$ cat src/hdl/failure_breaker_table_defines.svh
// Assertion macros shared by the failure breaker table RTL.
// Needs clk_i and rst_ni in the scope of every use.
`ifndef FAILURE_BREAKER_TABLE_DEFINES_SVH
`define FAILURE_BREAKER_TABLE_DEFINES_SVH

// Consequent must hold in the same cycle as the antecedent.
`define FBT_ASSERT_SAME(lbl, ante, cons, msg) \
  lbl: assert property (@(posedge clk_i) disable iff (!rst_ni) (ante) |-> (cons)) \
    else $error(msg);

// Consequent must hold after the antecedent rather than with it.
`define FBT_ASSERT_LATER2(lbl, ante, cons, msg) \
  lbl: assert property (@(posedge clk_i) disable iff (!rst_ni) (ante) |-> ##2 (cons)) \
    else $error(msg);

`endif

$ cat src/hdl/fbt_pkg.sv
// Package of the failure breaker table: widths, action and status codes,
// entry and table access types, and saturating counter helpers. No dependencies.
`default_nettype none

package fbt_pkg;

  localparam int TARGETS_DEF = 8;
  localparam int MODELS_DEF  = 4;

  localparam int RUN_W   = 16;
  localparam int TOTAL_W = 32;
  localparam int TIME_W  = 40;
  localparam int HINT_W  = 22;
  localparam int THR_W   = 8;

  localparam logic [THR_W-1:0]  THRESHOLD_RST = 8'd3;
  localparam logic [HINT_W-1:0] COOLDOWN_RST  = 22'd30000;

  // Register indexes on the configuration port (address bit 2).
  localparam logic REG_THRESHOLD = 1'b0;
  localparam logic REG_COOLDOWN  = 1'b1;

  localparam logic [1:0] ST_HEALTHY  = 2'd0;
  localparam logic [1:0] ST_DEGRADED = 2'd1;
  localparam logic [1:0] ST_OPEN     = 2'd2;

  typedef enum logic [2:0] {
    ACT_TARGET_FAIL    = 3'd0,
    ACT_MODEL_FAIL     = 3'd1,
    ACT_TARGET_SUCCESS = 3'd2,
    ACT_MODEL_SUCCESS  = 3'd3,
    ACT_QUERY          = 3'd4,
    ACT_FORGET         = 3'd5,
    ACT_CLEAR_ALL      = 3'd6
  } action_e;

  typedef struct packed {
    logic [RUN_W-1:0]   run;
    logic [TOTAL_W-1:0] total;
    logic [TIME_W-1:0]  expiry;
    logic [1:0]         st;
  } fbt_entry_t;

  typedef struct packed {
    logic [THR_W-1:0]  threshold;
    logic [HINT_W-1:0] cooldown;
  } fbt_cfg_t;

  typedef struct packed {
    logic       clear_all;
    logic       forget;
    logic       tgt_we;
    logic       mdl_we;
    fbt_entry_t tgt;
    fbt_entry_t mdl;
  } fbt_wr_t;

  typedef struct packed {
    fbt_entry_t tgt;
    fbt_entry_t mdl;
    logic       present;
    logic       any_present;
  } fbt_rd_t;

  function automatic logic [RUN_W-1:0] inc_run(input logic [RUN_W-1:0] v);
    return (&v) ? v : v + 1'b1;
  endfunction

  function automatic logic [TOTAL_W-1:0] inc_total(input logic [TOTAL_W-1:0] v);
    return (&v) ? v : v + 1'b1;
  endfunction

endpackage

`default_nettype wire

$ cat src/hdl/fbt_fail_calc.sv
// Failure update of one breaker entry: counts, trip decision and window end.
// Depends on fbt_pkg.
`default_nettype none

module fbt_fail_calc import fbt_pkg::*; (
  input  wire fbt_entry_t         entry_i,
  input  wire logic [TIME_W-1:0]  now_i,
  input  wire logic [HINT_W-1:0]  hint_i,
  input  wire fbt_cfg_t           cfg_i,
  output fbt_entry_t              entry_o
);

  logic [RUN_W-1:0]  run_inc;
  logic              trip;
  logic [HINT_W-1:0] wait_ms;
  logic [TIME_W:0]   sum;
  logic [TIME_W-1:0] win_end;

  assign run_inc = inc_run(entry_i.run);
  assign trip    = (hint_i != '0) || (run_inc >= {{(RUN_W-THR_W){1'b0}}, cfg_i.threshold});
  assign wait_ms = (cfg_i.cooldown > hint_i) ? cfg_i.cooldown : hint_i;
  assign sum     = {1'b0, now_i} + {{(TIME_W+1-HINT_W){1'b0}}, wait_ms};
  // The window end holds at the largest time rather than wrapping.
  assign win_end = sum[TIME_W] ? {TIME_W{1'b1}} : sum[TIME_W-1:0];

  assign entry_o.run    = run_inc;
  assign entry_o.total  = inc_total(entry_i.total);
  assign entry_o.st     = trip ? ST_OPEN : ST_DEGRADED;
  assign entry_o.expiry = trip ? win_end : entry_i.expiry;

endmodule

`default_nettype wire

$ cat config.mk
export PLATFORM = sky130hd
export DESIGN_NAME = fbt_fail_calc
export DESIGN_NICKNAME = d
export VERILOG_FILES = /design/src/hdl/failure_breaker_table_defines.svh /design/src/hdl/fbt_pkg.sv /design/src/hdl/fbt_fail_calc.sv
export SDC_FILE = /design/constraint.sdc
export NUM_CORES = 1
export LEC_CHECK = 0
export ABC_AREA = 1
export BUFFER_PORTS_ARGS = -buffer_cell sky130_fd_sc_hd__buf_2
export CAP_MARGIN = 25
export CORE_MARGIN = 2
export CORE_UTILIZATION = 40
export DETAILED_ROUTE_END_ITERATION = 16
export PLACE_DENSITY_LB_ADDON = 0.15
export REMOVE_ABC_BUFFERS = 1
export SLEW_MARGIN = 20
export SYNTH_ARGS = -nofsm -noshare
export SYNTH_HDL_FRONTEND = slang
export SYNTH_SLANG_ARGS = --single-unit
export TNS_END_PERCENT = 1
$ cat constraint.sdc
create_clock -name vclk -period 4.4
set_input_delay 0.44 -clock vclk [all_inputs]
set_output_delay 0.44 -clock vclk [all_outputs]
set_load 0.005 [all_outputs]
==> flow_results.org <==
** Logic synthesis
- Per-instance average area after synthesis :: 4.78 µm²
- The synthesized design devotes to its leading area cell type 30.6% of total area.
- After Yosys synthesis, full adders, half adders and majority gates account for 12.4% of the synthesized area.
- Count of synthesis-stage warnings from yosys :: 0
- Cell taking the most area after synthesis :: sky130_fd_sc_hd__nand2_1
- Fraction of the mapped netlist area in compound gates :: 5.21%
- Synth top area cells :: sky130_fd_sc_hd__nand2_1 31%, sky130_fd_sc_hd__nand3_1 14%, sky130_fd_sc_hd__inv_1 12%, sky130_fd_sc_hd__ha_1 12%, sky130_fd_sc_hd__nor2_1 7.3%
- Summing the sequential cell areas from Yosys gives 0% of the chip area.
- After technology mapping, the gate count stands at 1169.
- Share of synthesized area spent on multiplexers :: 0%
- Simple-gate share of the synthesized area :: 62.5%
- The synthesized netlist occupies a cell area of 0.00559 mm².
- By area, the combinational part of the netlist is dominated by simple AND/OR/NAND/NOR gates.
- The netlist uses 33 different library cells.
- XOR/XNOR share of the synthesized area :: 4.70%

** Placed design
- Detail Placement HPWL :: 17300 µm
- Area after detailed placement :: 0.00719 mm²
- Port buffering added 270 buffers.
- At the end of routability-driven placement, the weighted congestion stood at 0.972.
- In this run, placement finished with an instance count of 1615.

** Power and ir drop
- Peak supply drop :: 0.0000654 V
- Power spread over the standard cell area amounts to 138 mW/mm².
- For this design the static power due to leakage is 0.00461 µW.

** Timing
- Setup violations, final :: 0
- Actual slew at the worst max-slew pin :: 0.573 ns
- Max Slew Vio Count :: 0
- Counting I/O delays and the setup requirement, the final critical path takes 4.19 ns.
- Setup repair after global routing could not meet its margin everywhere.
- Derived from the worst setup path, the maximum achievable clock frequency is 0.239 GHz.
- Headroom to the max-slew limit :: 61.7%
- Hold slack :: 1.15 ns
- Number of hold violations in the final report :: 0
- After layout, the worst path uses 95.2% of the clock period.

** Floorplan
- The die is 122 µm tall.
- The core region is 0.0138 mm².
- Number of rows in the core area :: 43
- Count of boundary I/O pins :: 272
- The floorplan step defined a die boundary enclosing 0.0149 mm².
- Effective utilization at floorplan :: 40.6%
- The die is 122 µm wide.

** Worst setup path
- CP arrival :: 3.75 ns
- Start-to-end type of the worst setup path :: input pin to output pin
- The largest individual stage delay along the critical path comes from the cell sky130_fd_sc_hd__ha_1.
- Among the stages of the critical path, the cell type that occurs most often is sky130_fd_sc_hd__nand2_1.
- STA classifies the critical path startpoint as an input pin.
- Crit path launch :: hint_i[5]
- Largest driver fanout on the critical path :: 16
- For the worst setup path, the data required time is 3.96 ns.
- Kind of end point of the critical path :: output pin
- Biggest cell delay along the critical path :: 0.37 ns

** Routing
- Vias after detailed routing :: 7935
- Before antenna repair, the detailed router went through 5 iterations.
- Number of violations reported at the end of detailed-routing iteration 0 :: 373
- The routed design has 20100 µm of wire.
- In the routed design, unresolved DRC markers number 0.
- Per-cell routed wire length :: 12.4 µm
- In this run the remaining antenna-violating nets after routing total 0.
- Dividing the detail-routed via count by the number of cells gives 4.90.

** Layout
- Relative area change from synthesis to final layout :: 32.9%
- At the end of the flow, the number of nets in the layout was 1679.
- Area of the multi-input gates :: 0.00492 mm²
- After layout, the clock buffer instance count stands at 0.
- Cells with a size suffix above 1 make up 24.7% of the layout.
- Final Instance Count excl. Fillers :: 1621
- Seq cells :: 0
- Leaving out fill and tap cells, the most frequent cell in the layout is sky130_fd_sc_hd__nand2_1.
- Leaving out fill and tap cells, the most frequent cells in the layout are 448 x sky130_fd_sc_hd__nand2_1, 270 x sky130_fd_sc_hd__buf_2, 183 x sky130_fd_sc_hd__inv_1.
- Number of filler cells placed in the layout :: 1560
- Cells fill 54.0% of the core in the end.
- The finished cells cover 0.00743 mm².
- Area taken by flip-flops and latches :: 0 µm²

** Global route
- Total global routing overflow :: 0
- Maximum number of pins on one net before global-route repair :: 43
- Across every metal layer, demand over resource in global routing totals 25.2%.
- Wire length of the first global-routing pass :: 31400 µm
- The initial antenna violation count came to 1.
- Via count of the first global-routing pass :: 7089

** Clocking
- Cts-stage hold buffer count :: 0

** Min path
- The min-delay analysis places its worst path in the category input pin to output pin.
- The worst hold path begins at entry_i[72].

** Flow run
- Max-cap violations :: 0

** Outcome
- The flow ran to the end, and the final reports show no timing, DRC or antenna violations.
## power breakdown
group / internal (µW) / switching, µW
registers: 0 / 0
clock network: 0.0000304 / 0
logic: 428 / 595
## final timing paths
kind	to	slack, ns	cells after the start
max	entry_o[17]	0.21	26
min	entry_o[72]	1.15	3
## routing by layer
| metal | global-route usage, % | vias to the layer above | wire length [µm] |
|---|---|---|---|
| li1 | - | 4234 | - |
| met1 | 31.1 | 3433 | 8790 |
| met2 | 47.9 | 250 | 9810 |
| met3 | 1.91 | 18 | 1230 |
| met4 | 4.38 | 0 | 322 |
| met5 | 0 | - | 0 |
## cell families after synthesis
kind of cell | count (synthesis)
adders and majority gates | 55
and+or+nand+nor | 819
buffers and inverters | 211
AOI/OAI and AO/OA | 54
xor gates and xnor gates | 30
## area by class of cell
class | instances | area share, %
Timing Repair Buffer | 297 | 21.4
Multi-Input combinational cell | 958 | 66.2
Tap cell | 180 | 3.03
Antenna cell | 1 | 0.0337
Inverter | 185 | 9.35
## stage by stage
step	setup slack [ns]	total power, µW	TNS, ns
CTS	0.0422	977	0
finish	0.209	1020	0
global placement	0.0764	967	0
global route	-0.0271	1170	-0.0639
floorplan	-0.598	580	-22.23
detailed placement	0.0742	972	0
## synth_stat cells (all sizes together), types with 13 or more instances
library cell / number
inv: 185
clkbuf: 13
xor2: 16
o21ai: 19
nand4: 25
nand3: 161
nor2: 111
nand2: 457
buf: 13
ha: 54
a21oi: 26
or2: 21
xnor2: 14
nor3: 28
## critical path: cells and delay by family
family | cells | cell delay [ns]
simple gates | 17 | 1.79
fa+ha+maj | 2 | 0.66
buf+inv | 5 | 0.65
compound gates | 2 | 0.20
## timing repair
item                       in CTS  in global routing
setup endpoints to repair       0                 40
setup buffers                   0                  4
gates resized for setup         0                 39
No activity file was read; power rests on OpenSTA's default activity.
