==> src/hdl/failure_breaker_table_defines.svh <==
// Assertion macros shared by the failure breaker table RTL.
// Needs clk_i and rst_ni in the scope of every use.
`ifndef FAILURE_BREAKER_TABLE_DEFINES_SVH
`define FAILURE_BREAKER_TABLE_DEFINES_SVH

// Consequent must hold in the same cycle as the antecedent.
`define FBT_ASSERT_SAME(lbl, ante, cons, msg) \
  lbl: assert property (@(posedge clk_i) disable iff (!rst_ni) (ante) |-> (cons)) \
    else $error(msg);

// Consequent must hold after the antecedent rather than with it.
`define FBT_ASSERT_LATER2(lbl, ante, cons, msg) \
  lbl: assert property (@(posedge clk_i) disable iff (!rst_ni) (ante) |-> ##2 (cons)) \
    else $error(msg);

`endif

==> src/hdl/fbt_pkg.sv <==
// Package of the failure breaker table: widths, action and status codes,
// entry and table access types, and saturating counter helpers. No dependencies.
`default_nettype none

package fbt_pkg;

  localparam int TARGETS_DEF = 8;
  localparam int MODELS_DEF  = 4;

  localparam int RUN_W   = 16;
  localparam int TOTAL_W = 32;
  localparam int TIME_W  = 40;
  localparam int HINT_W  = 22;
  localparam int THR_W   = 8;

  localparam logic [THR_W-1:0]  THRESHOLD_RST = 8'd3;
  localparam logic [HINT_W-1:0] COOLDOWN_RST  = 22'd30000;

  // Register indexes on the configuration port (address bit 2).
  localparam logic REG_THRESHOLD = 1'b0;
  localparam logic REG_COOLDOWN  = 1'b1;

  localparam logic [1:0] ST_HEALTHY  = 2'd0;
  localparam logic [1:0] ST_DEGRADED = 2'd1;
  localparam logic [1:0] ST_OPEN     = 2'd2;

  typedef enum logic [2:0] {
    ACT_TARGET_FAIL    = 3'd0,
    ACT_MODEL_FAIL     = 3'd1,
    ACT_TARGET_SUCCESS = 3'd2,
    ACT_MODEL_SUCCESS  = 3'd3,
    ACT_QUERY          = 3'd4,
    ACT_FORGET         = 3'd5,
    ACT_CLEAR_ALL      = 3'd6
  } action_e;

  typedef struct packed {
    logic [RUN_W-1:0]   run;
    logic [TOTAL_W-1:0] total;
    logic [TIME_W-1:0]  expiry;
    logic [1:0]         st;
  } fbt_entry_t;

  typedef struct packed {
    logic [THR_W-1:0]  threshold;
    logic [HINT_W-1:0] cooldown;
  } fbt_cfg_t;

  typedef struct packed {
    logic       clear_all;
    logic       forget;
    logic       tgt_we;
    logic       mdl_we;
    fbt_entry_t tgt;
    fbt_entry_t mdl;
  } fbt_wr_t;

  typedef struct packed {
    fbt_entry_t tgt;
    fbt_entry_t mdl;
    logic       present;
    logic       any_present;
  } fbt_rd_t;

  function automatic logic [RUN_W-1:0] inc_run(input logic [RUN_W-1:0] v);
    return (&v) ? v : v + 1'b1;
  endfunction

  function automatic logic [TOTAL_W-1:0] inc_total(input logic [TOTAL_W-1:0] v);
    return (&v) ? v : v + 1'b1;
  endfunction

endpackage

`default_nettype wire

==> src/hdl/fbt_apb_regs.sv <==
// Configuration registers of the failure breaker table behind an APB-style port.
// Depends on fbt_pkg.
`default_nettype none

module fbt_apb_regs import fbt_pkg::*; (
  input  wire logic        clk_i,
  input  wire logic        rst_ni,
  input  wire logic        psel,
  input  wire logic        penable,
  input  wire logic        pwrite,
  input  wire logic [2:0]  paddr,
  input  wire logic [31:0] pwdata,
  output logic [31:0]      prdata,
  output logic             pready,
  output fbt_cfg_t         cfg_o
);

  logic [THR_W-1:0]  threshold_q, threshold_d;
  logic [HINT_W-1:0] cooldown_q, cooldown_d;
  logic              wr_en;

  assign pready = 1'b1;
  assign wr_en  = psel & penable & pwrite;

  always_comb begin
    threshold_d = threshold_q;
    cooldown_d  = cooldown_q;
    if (wr_en) begin
      if (paddr[2] == REG_THRESHOLD) begin
        threshold_d = pwdata[THR_W-1:0];
      end else begin
        cooldown_d = pwdata[HINT_W-1:0];
      end
    end
  end

  always_ff @(posedge clk_i or negedge rst_ni) begin
    if (!rst_ni) begin
      threshold_q <= THRESHOLD_RST;
      cooldown_q  <= COOLDOWN_RST;
    end else begin
      threshold_q <= threshold_d;
      cooldown_q  <= cooldown_d;
    end
  end

  assign prdata = (paddr[2] == REG_COOLDOWN) ? {{(32-HINT_W){1'b0}}, cooldown_q}
                                             : {{(32-THR_W){1'b0}}, threshold_q};

  assign cfg_o.threshold = threshold_q;
  assign cfg_o.cooldown  = cooldown_q;

endmodule

`default_nettype wire

==> config.mk <==
export PLATFORM = sky130hd
export DESIGN_NAME = fbt_apb_regs
export DESIGN_NICKNAME = d
export VERILOG_FILES = /design/src/hdl/failure_breaker_table_defines.svh /design/src/hdl/fbt_pkg.sv /design/src/hdl/fbt_apb_regs.sv
export SDC_FILE = /design/constraint.sdc
export NUM_CORES = 1
export LEC_CHECK = 0
export BUFFER_PORTS_ARGS = -buffer_cell sky130_fd_sc_hd__buf_2
export CAP_MARGIN = 25
export CORE_MARGIN = 2
export CORE_UTILIZATION = 30
export DETAILED_ROUTE_END_ITERATION = 8
export PLACE_DENSITY_LB_ADDON = 0.25
export RECOVER_POWER = 25
export SETUP_SLACK_MARGIN = 0.2
export SYNTH_ARGS = -nofsm -noshare
export SYNTH_HDL_FRONTEND = slang
export SYNTH_SLANG_ARGS = --single-unit
export TNS_END_PERCENT = 50
==> constraint.sdc <==
create_clock -name clk_i -period 2.2 [get_ports clk_i]
set_input_delay 0.11 -clock clk_i [delete_from_list [all_inputs] [get_ports clk_i]]
set_output_delay 0.11 -clock clk_i [all_outputs]
set_load 0.02 [all_outputs]
==> results of run 1 <==
## layout make-up
cell class                      count  area (µm²)  share of cell area (%)
Sequential cell                    30         762                    38.4
Multi-Input combinational cell     65         659                    33.2
Timing Repair Buffer               81         389                    19.6
Clock buffer                        7        86.3                    4.35
Tap cell                           67        83.8                    4.22
Clock inverter                      1        5.00                   0.252
## cells by family after synthesis
group | Yosys count | synth area share [%]
other | 2 | 0.500
flip-flops | 30 | 50.7
buffers and inverters | 15 | 7.58
AND/OR/NAND/NOR | 16 | 7.67
multiplexers | 38 | 33.5
## synth_stat cells (all sizes together)
| master | n | share of area (%) |
|---|---|---|
| mux2 | 38 | 33 |
| and2 | 14 | 5.8 |
| nand4b | 1 | 1.0 |
| dfstp | 9 | 16 |
| clkbuf | 1 | 0.25 |
| conb | 2 | 0.50 |
| buf | 14 | 7.3 |
| nand4 | 1 | 0.83 |
| dfrtp | 21 | 35 |
## power by group through the flow
stage,logic (mW),registers [mW],clock network [mW]
6_report,0.721,0.790,0.448
5_1_grt,0.771,0.812,0.507
4_1_cts,0.752,0.788,0.473
3_5_place_dp,0.747,0.794,0
3_3_place_gp,0.744,0.784,0
2_1_floorplan,0.357,0.942,0
## worst paths after layout
kind	from	endpoint	cells after the start
min in group asynchronous	rst_ni	cooldown_q[11]	2
setup reg to reg	cooldown_q[2]	cooldown_q[2]	1
setup / recovery	cooldown_q[4]	prdata[4]	2
hold / removal	pwdata[21]	cooldown_q[21]	2
hold reg to reg	cooldown_q[21]	cooldown_q[21]	1
max in group asynchronous	rst_ni	cooldown_q[6]	2
## state kept, by name (all words and copies together) (netlist names)
signal	count
threshold_q	8
cooldown_q	22
## routing by layer
layer | GRT usage [%] | wire (µm) | share of wire [%]
met5 | 0 | 0 | 0
met4 | 3.57 | 0 | 0
met3 | 4.15 | 316 | 9.9
met2 | 20.0 | 1540 | 48
met1 | 14.0 | 1330 | 42
## per-stage QoR
step	setup slack (ns)	hold slack [ns]	util [%]
after floorplan	1.27	-0.186	-
after global placement	0.861	0.175	39.9
after detailed placement	0.831	0.189	39.9
after CTS	0.962	0.0542	42.0
after global routing	0.915	0.0549	41.5
final	0.983	0.0671	41.5
## what timing repair did
item / in CTS / in global routing
endpoints found under the hold margin: 21 / 0
buffers inserted: 0 / 0
endpoints found under the setup margin: 0 / 0
hold buffers: 1 / 0
==> results_dict.tcl, run 1 <==
set metrics [dict create \
    status "complete, no violations" \
    layout_common_cells "buf_2 (60), dfrtp_1 (21), mux2_4 (20), clkbuf_1 (20), mux2_2 (18)" \
    syn_inst 101 \
    tightest_slew_ns 0.673 \
    final_max_slew_viol_count 0 \
    finalNonFillerCells 251 \
    fillers 474 \
    skew_ns 0 \
    antenna_found_initial 0 \
    totalWireLength_um 3190 \
    clk_latency_ns 0.27 \
    hp-class "input pin to flop" \
    syn_to_final_growth_pct 32.2 \
    wl_per_cell_um 12.7 \
    crit_family "flip-flops" \
    pwr-share-clk_pct 22.9 \
    fin_crit_sh_pct 55.3 \
    die_y_um 74.7 \
    ys_types 12 \
    core_area_um2 4790 \
    die_w_um 74.7 \
    power.internal_mw 1.26 \
    ant_nets 0 \
    cts_tree "yes" \
    vias_per_cell 4.26 \
    ir_drop_mv 0.392 \
    cp_slowest_cell "dfstp_2" \
    ys_seq_area_share_pct 50.8 \
    io_buffers 79 \
    num_vias 1069 \
    start_kind "flop" \
    total_power_mw 1.96 \
    synthesis.area_um2 1500 \
    initial_core_util_pct 31.4 \
    finalSetupTns_ns 0 \
    switchingPower_mw 0.698 \
    postSynthAreaPerCell_um2 14.9 \
    postPlaceCellArea_um2 1910 \
    clockRootBuffer "clkbuf_8" \
    clockBufferDepth 2 \
    power.leakage_nw 1.03 \
    final_net_count 223 \
    drc 0 \
    grt_usage_pct 11.7 \
    io_pins 103 \
    overflow 0 \
    crit_buf_inv 1 \
    hpwl_um 2220 \
    swShare_pct 35.6 \
    num_rows 25 \
    dpl.cell_count 242 \
    path_cells "mux2_2 -> buf_2" \
    grt_pass1_wl_um 4850 \
    cts_resized 0 \
    numCtsBuffers 5 \
    antenna-diode-count 0 \
    first_pass_iters 3 \
    seqPwrFrac_pct 40.3 \
    die_area_um2 5590 \
    combinationalPowerShare_pct 36.8 \
    gp_congestion 0.715 \
    layout_commonest_cell "buf_2" \
    drtIter0Drc 13 \
    hold_violations 0 \
    max_stage_delay_ns 0.54 \
    cts_sinks 30 \
    fmax_mhz 822 \
    rrSetupSlack_ns 1.42 \
    cp.required_ns 2.09 \
    power_density_nw_per_um2 987 \
    path_clk_slew_ns 0.06 \
    ys_ff_latch 30 \
    setup_violations 0 \
    grt_setup_unrepaired "no" \
    drive_above_1_share_pct 63.6 \
    grt_max_degree 31 \
    max_slew_margin_pct 55.2 \
    final_area_um2 1990 \
    first_global_vias 1025 \
    maxCapViolCount 0 \
    arrival_ns 1.11 \
    cp_max_fo 3 \
    worst-setup-path-type "flop to output port" \
    htreeDepth 2 \
    synth_warnings 0 \
    cp-end-kind "output port" \
    timing.final.crit_period_ns 1.22 \
]
(Power assumes the default switching activity.)
==> run 2, diff against run 1 <==
Settings changed: ABC_AREA from default to 1.
Clock period 2.2 ns to 1.2 ns, I/O delays scaled along.
==> run 2 against run 1 <==
  * Combinational power up 75%
  * Die area up 0.63%
  * First-iteration DRC count rose to 7.6 times the previous value
  * Power up 80%
  * Clock-buffer cell count down 1
  * Setup slack worse by 0.92 ns
  * Largest power group unchanged
  * Clock skew unchanged
  * Register-to-register slack worse by 1.0 ns
==> results_dict.tcl, run 2 <==
set metrics [dict create \
    synth_top_area_share_pct 34.8 \
    power_density_nw_per_um2 1530 \
    path_clk_slew_ns 0.07 \
    postPlaceCellArea_um2 1960 \
    swShare_pct 37.2 \
    maxCapViolCount 0 \
    clockRootBuffer "clkbuf_8" \
    switchingPower_mw 1.31 \
    rrSetupSlack_ns 0.38 \
    cp_max_fo 3 \
    layout_common_cells "nand2_1 (93), buf_2 (63), nand3_1 (30)" \
    io_buffers 79 \
    synth.most_common_cell "nand2_1" \
    largest_reg_flops 22 \
    wl_per_cell_um 11.0 \
    preCtsSetupSlack_ns 0.215 \
    hpwl_um 2760 \
    antenna-diode-count 0 \
    critPathLaunch "threshold_q[1]" \
    syn_to_final_growth_pct 51.7 \
    drive_above_1_share_pct 39.5 \
    postSynthAreaPerCell_um2 7.48 \
    r2r-start "cooldown_q[14]" \
    crit_family "flip-flops" \
    cts_sinks 30 \
    max_slew_margin_pct 49.7 \
    min_from "pwdata[9]" \
    cp_slowest_cell "dfstp_2" \
    totalWireLength_um 4050 \
    worst-setup-path-type "flop to output port" \
    reg2reg_depth 3 \
    ys_types 13 \
    grt_setup_unrepaired "yes" \
    start_kind "flop" \
    cp-end-kind "output port" \
    grt_pass1_wl_um 6180 \
    cts_tree "yes" \
    grt_max_degree 31 \
    seqPwrFrac_pct 39.9 \
    combinationalPowerShare_pct 35.9 \
    power.internal_mw 2.21 \
    dpl.cell_count 344 \
    setup_violations 0 \
    num_rows 25 \
    ys_ff_latch 30 \
    first_global_vias 1335 \
    gp_congestion 0.709 \
    crit_cells 3 \
    yosys.area.top_type "dfrtp_1" \
    largest_register "cooldown_q" \
    initial_core_util_pct 31.6 \
    io_pins 103 \
    grt_usage_pct 14.7 \
    ys.flop_type "dfrtp_1" \
    largestRegisters "cooldown_q x22, threshold_q x8" \
    hold_violations 0 \
    synth_common_cells "nand2_1 (99), nand3_1 (30), dfrtp_1 (21)" \
    synth_warnings 0 \
    hp-class "input pin to flop" \
    tightest_slew_ns 0.754 \
    skew_ns 0 \
    ys_seq_area_share_pct 50.4 \
    numCtsBuffers 5 \
    overflow 0 \
    final_net_count 340 \
    synthArstFlopShare_pct 100 \
    ant_nets 0 \
    clk_latency_ns 0.28 \
    htreeDepth 2 \
    final_max_slew_viol_count 0 \
    die_y_um 75.0 \
    layout_commonest_cell "nand2_1" \
    synth-edff-count 0 \
    num_vias 1557 \
    fin_crit_sh_pct 94.5 \
    drtIter0Drc 99 \
    finalSetupTns_ns 0 \
    path_cells "nand2_2 -> nand2_2 -> buf_6" \
    synthesis.area_um2 1510 \
    cp.required_ns 1.14 \
    first_pass_iters 4 \
    final_area_um2 2290 \
    timing.final.crit_period_ns 1.13 \
    hold_depth 3 \
    synthTopCellsByArea "dfrtp_1 (35%), nand2_1 (25%), dfstp_2 (16%)" \
    clockBufferDepth 2 \
    antenna_found_initial 0 \
    fmax_mhz 882 \
    die_area_um2 5620 \
    status "complete, no violations" \
    fin_ws_ns 0.0659 \
    core_area_um2 4790 \
    finalNonFillerCells 368 \
    pwr-share-clk_pct 24.2 \
    arrival_ns 1.07 \
    power.leakage_nw 1.39 \
    syn_inst 202 \
    die_w_um 75.0 \
    crit_buf_inv 1 \
    drc 0 \
    max_stage_delay_ns 0.55 \
    cpMostUsedCell "nand2_2" \
    total_power_mw 3.52 \
    ir_drop_mv 0.673 \
    vias_per_cell 4.23 \
]
[run 2: cell types whose count changed after synthesis, sizes merged, moves of 6 or more]
cell	delta
mux2	-38
nand3	+30
inv	+16
and2	-14
nand2	+99
buf	+6
[run 2: metrics by stage]
step / util (%) / hold WS (ns)
final: 47.9 / 0.00928
after detailed placement: 40.9 / 0.102
after CTS: 47.3 / 0.00286
after floorplan: - / -0.236
after global placement: 40.9 / 0.0976
after global routing: 47.9 / 0.0170
[run 2: logic make-up after synthesis]
| group | after synthesis | share of synthesized area (%) |
|---|---|---|
| AND/OR/NAND/NOR | 132 | 36.0 |
| flip-flops | 30 | 50.4 |
| other | 2 | 0.497 |
| buffers and inverters | 38 | 13.1 |
[run 2: power by group through the flow]
stage / combinational, mW / clock (mW) / sequential (mW)
2_1_floorplan: 0.470 / 0 / 1.63
3_3_place_gp: 1.09 / 0 / 1.41
3_5_place_dp: 1.10 / 0 / 1.41
4_1_cts: 1.23 / 0.882 / 1.40
5_1_grt: 1.38 / 0.937 / 1.43
6_report: 1.26 / 0.849 / 1.40
[run 2: final timing paths]
check | end
worst max-delay path | prdata[1]
worst min-delay path | cooldown_q[9]
worst max register to register | cooldown_q[14]
worst min register to register | cooldown_q[5]
max in group asynchronous | cooldown_q[18]
min in group asynchronous | threshold_q[7]
[run 2: per-layer routing]
layer / vias up / routed length [µm] / share of wire, % / global-route usage [%]
li1: 788 / - / - / -
met1: 708 / 1660 / 41 / 17.8
met2: 56 / 2080 / 51 / 25.0
met3: 5 / 252 / 6.2 / 4.15
met4: 0 / 49 / 1.2 / 4.76
met5: - / 0 / 0 / 0
[run 2: layout make-up]
class / count / area, µm²
clock buffer: 6 / 82.6
clock inverter: 2 / 12.5
fill: 510 / 2490
inverter: 16 / 60.1
multi-input combinational: 143 / 597
sequential: 30 / 762
tap: 67 / 83.8
timing repair buffer: 104 / 696
[run 2: timing repair]
item                                    4_1_cts  5_1_grt
hold buffers                                 13        0
pin swaps                                     2        1
setup buffers                                 2        1
endpoints found under the setup margin       25       31
endpoints found under the hold margin        33        0
resized for setup                            22       17
[run 2: tightest hold or removal path: stages]
cell and delay, ns:
buf_2 0.07, nand3_1 0.06, nand2_1 0.06
==> run 3, diff against run 2 <==
==> constraint.sdc (replaced) <==
create_clock -name clk_i -period 1.2 [get_ports clk_i]
set_input_delay 0.24 -clock clk_i [delete_from_list [all_inputs] [get_ports clk_i]]
set_output_delay 0.24 -clock clk_i [all_outputs]
set_load 0.02 [all_outputs]
==> run 3 against run 2 <==
  * The run now ends with negative setup slack left
  * Setup slack got worse by 0.17 ns
  * Via count down 0.58%
  * Power grew 13%
  * Clock-buffer cell count grew 2
  * Utilization grew 5.5 points
  * Worst hold slack better by 0.17 ns
  * Maximum frequency is 13% lower
  * Sequential cell count stayed put
  * Clock power grew 9.8%
  * Sequential share of layout area fell by 3.4 points
  * Critical path depth did not move
  * Routed wire length is 4.3% higher
  * Highest routed layer unchanged
==> results_dict.tcl, run 3 (synthesized netlist as in run 2, its figures left out) <==
set metrics [dict create \
    skew_ns 0 \
    fillers 483 \
    min_from "pwdata[10]" \
    antenna_found_initial 0 \
    overflow 0 \
    largestRegisters "cooldown_q x22, threshold_q x8" \
    io_pins 103 \
    antenna-diode-count 0 \
    finalSetupTns_ns -0.903 \
    grt_setup_unrepaired "yes" \
    grt_pass1_wl_um 6720 \
    fin_crit_sh_pct 109 \
    setup_violations 11 \
    path_clk_slew_ns 0.06 \
    ant_nets 0 \
    utilization_pct 53.4 \
    cp-end-kind "output port" \
    drc 0 \
    clk_latency_ns 0.27 \
    timing.final.crit_period_ns 1.30 \
    cts_sinks 30 \
    htreeDepth 2 \
    maxCapViolCount 0 \
    finalNonFillerCells 363 \
    drtIter0Drc 75 \
    initial_core_util_pct 31.6 \
    grt_usage_pct 15.8 \
    totalWireLength_um 4220 \
    max_stage_delay_ns 0.56 \
    hold_depth 3 \
    largest_register "cooldown_q" \
    num_rows 25 \
    clockRootBuffer "clkbuf_8" \
    cp.required_ns 0.96 \
    r2r-end "cooldown_q[8]" \
    status "finished, violations left" \
    worst-setup-path-type "flop to output port" \
    holdPathEnd "cooldown_q[10]" \
    power.leakage_nw 1.46 \
    preCtsSetupSlack_ns -0.00223 \
    layout_common_cells "nand2_1 (84), buf_6 (53), nand3_1 (30)" \
    syn_to_final_growth_pct 69.1 \
    final_net_count 335 \
    layout_commonest_cell "nand2_1" \
    hp-class "input pin to flop" \
    cts_tree "yes" \
    numCtsBuffers 5 \
    final_max_slew_viol_count 0 \
    path_cells "nand2_2 -> nand2_2 -> buf_6" \
    start_kind "flop" \
    register_area_um2 762 \
    ir_drop_mv 0.703 \
    first_pass_iters 4 \
    cp_slowest_cell "dfstp_2" \
    die_y_um 75.0 \
    reg2reg_depth 3 \
    die_w_um 75.0 \
    gp_congestion 0.740 \
    num_vias 1548 \
    core_area_um2 4790 \
    grt_max_degree 31 \
    die_area_um2 5620 \
    power_density_nw_per_um2 1560 \
    first_global_vias 1451 \
    hold_violations 0 \
    multi_input_area_um2 626 \
    io_buffers 79 \
    drive_above_1_share_pct 46.3 \
    rrSetupSlack_ns 0.40 \
    clockBufferDepth 2 \
    arrival_ns 1.06 \
    failed_checks "negative setup slack" \
    largest_reg_flops 22 \
    cp_max_fo 3 \
    dpl.cell_count 345 \
    fmax_mhz 767 \
    r2r-start "cooldown_q[8]" \
    cpMostUsedCell "nand2_2" \
    fin_ws_ns -0.104 \
    vias_per_cell 4.26 \
    hpwl_um 2850 \
    wl_per_cell_um 11.6 \
]
==> run 3: repair_timing <==
action                     CTS  global route
setup buffers                2             7
setup endpoints to repair   52            52
pin swaps                   16             6
hold buffers                 1             0
resized for setup          102            12
hold endpoints to repair    21             0
==> run 3: worst max-delay path: cells and delay by family (launching register included) <==
family	cells	cell delay, ns
and+or+nand+nor	2	0.12
buffers and inverters	1	0.11
DFF	1	0.56
==> run 3: final cells by class <==
type | instances | area share, %
Tap cell | 67 | 3.28
Multi-Input combinational cell | 143 | 24.5
Sequential cell | 30 | 29.8
Timing Repair Buffer | 99 | 35.7
Clock buffer | 8 | 4.31
Inverter | 16 | 2.45
==> run 3: metrics by stage <==
step / total power [mW] / hold WS (ns) / cell area (µm²)
after global placement: 2.53 / 0.205 / 2040
after detailed placement: 2.56 / 0.204 / 2040
after global routing: 4.21 / 0.176 / 2560
after floorplan: 2.13 / -0.0556 / 1580
after CTS: 3.91 / 0.170 / 2490
final: 3.98 / 0.177 / 2560
==> run 3: power by group <==
part           switching [mW]  internal [mW]
Combinational           0.813          0.792
Clock                   0.354          0.578
Sequential              0.192           1.25
Total                    1.36           2.62
==> run 3: worst max-delay path by stage <==
stage	slack, ns	startpoint	to	depth (start not counted)
after floorplan	0.18	cooldown_q[12]	prdata[12]	2
after global placement	0.003	paddr[2]	prdata[10]	5
after detailed placement	-0.002	paddr[2]	prdata[10]	5
after CTS	-0.11	threshold_q[1]	prdata[1]	3
after global routing	-0.15	cooldown_q[13]	prdata[13]	3
final	-0.10	threshold_q[0]	prdata[0]	3
==> run 3: per-layer routing <==
| metal | track usage [%] | vias to the layer above | share of wire (%) |
|---|---|---|---|
| met5 | 0 | - | 0 |
| met1 | 20.0 | 715 | 43 |
| met3 | 4.69 | 4 | 6.3 |
| li1 | - | 777 | - |
| met4 | 5.36 | 0 | 0.90 |
| met2 | 25.8 | 52 | 49 |
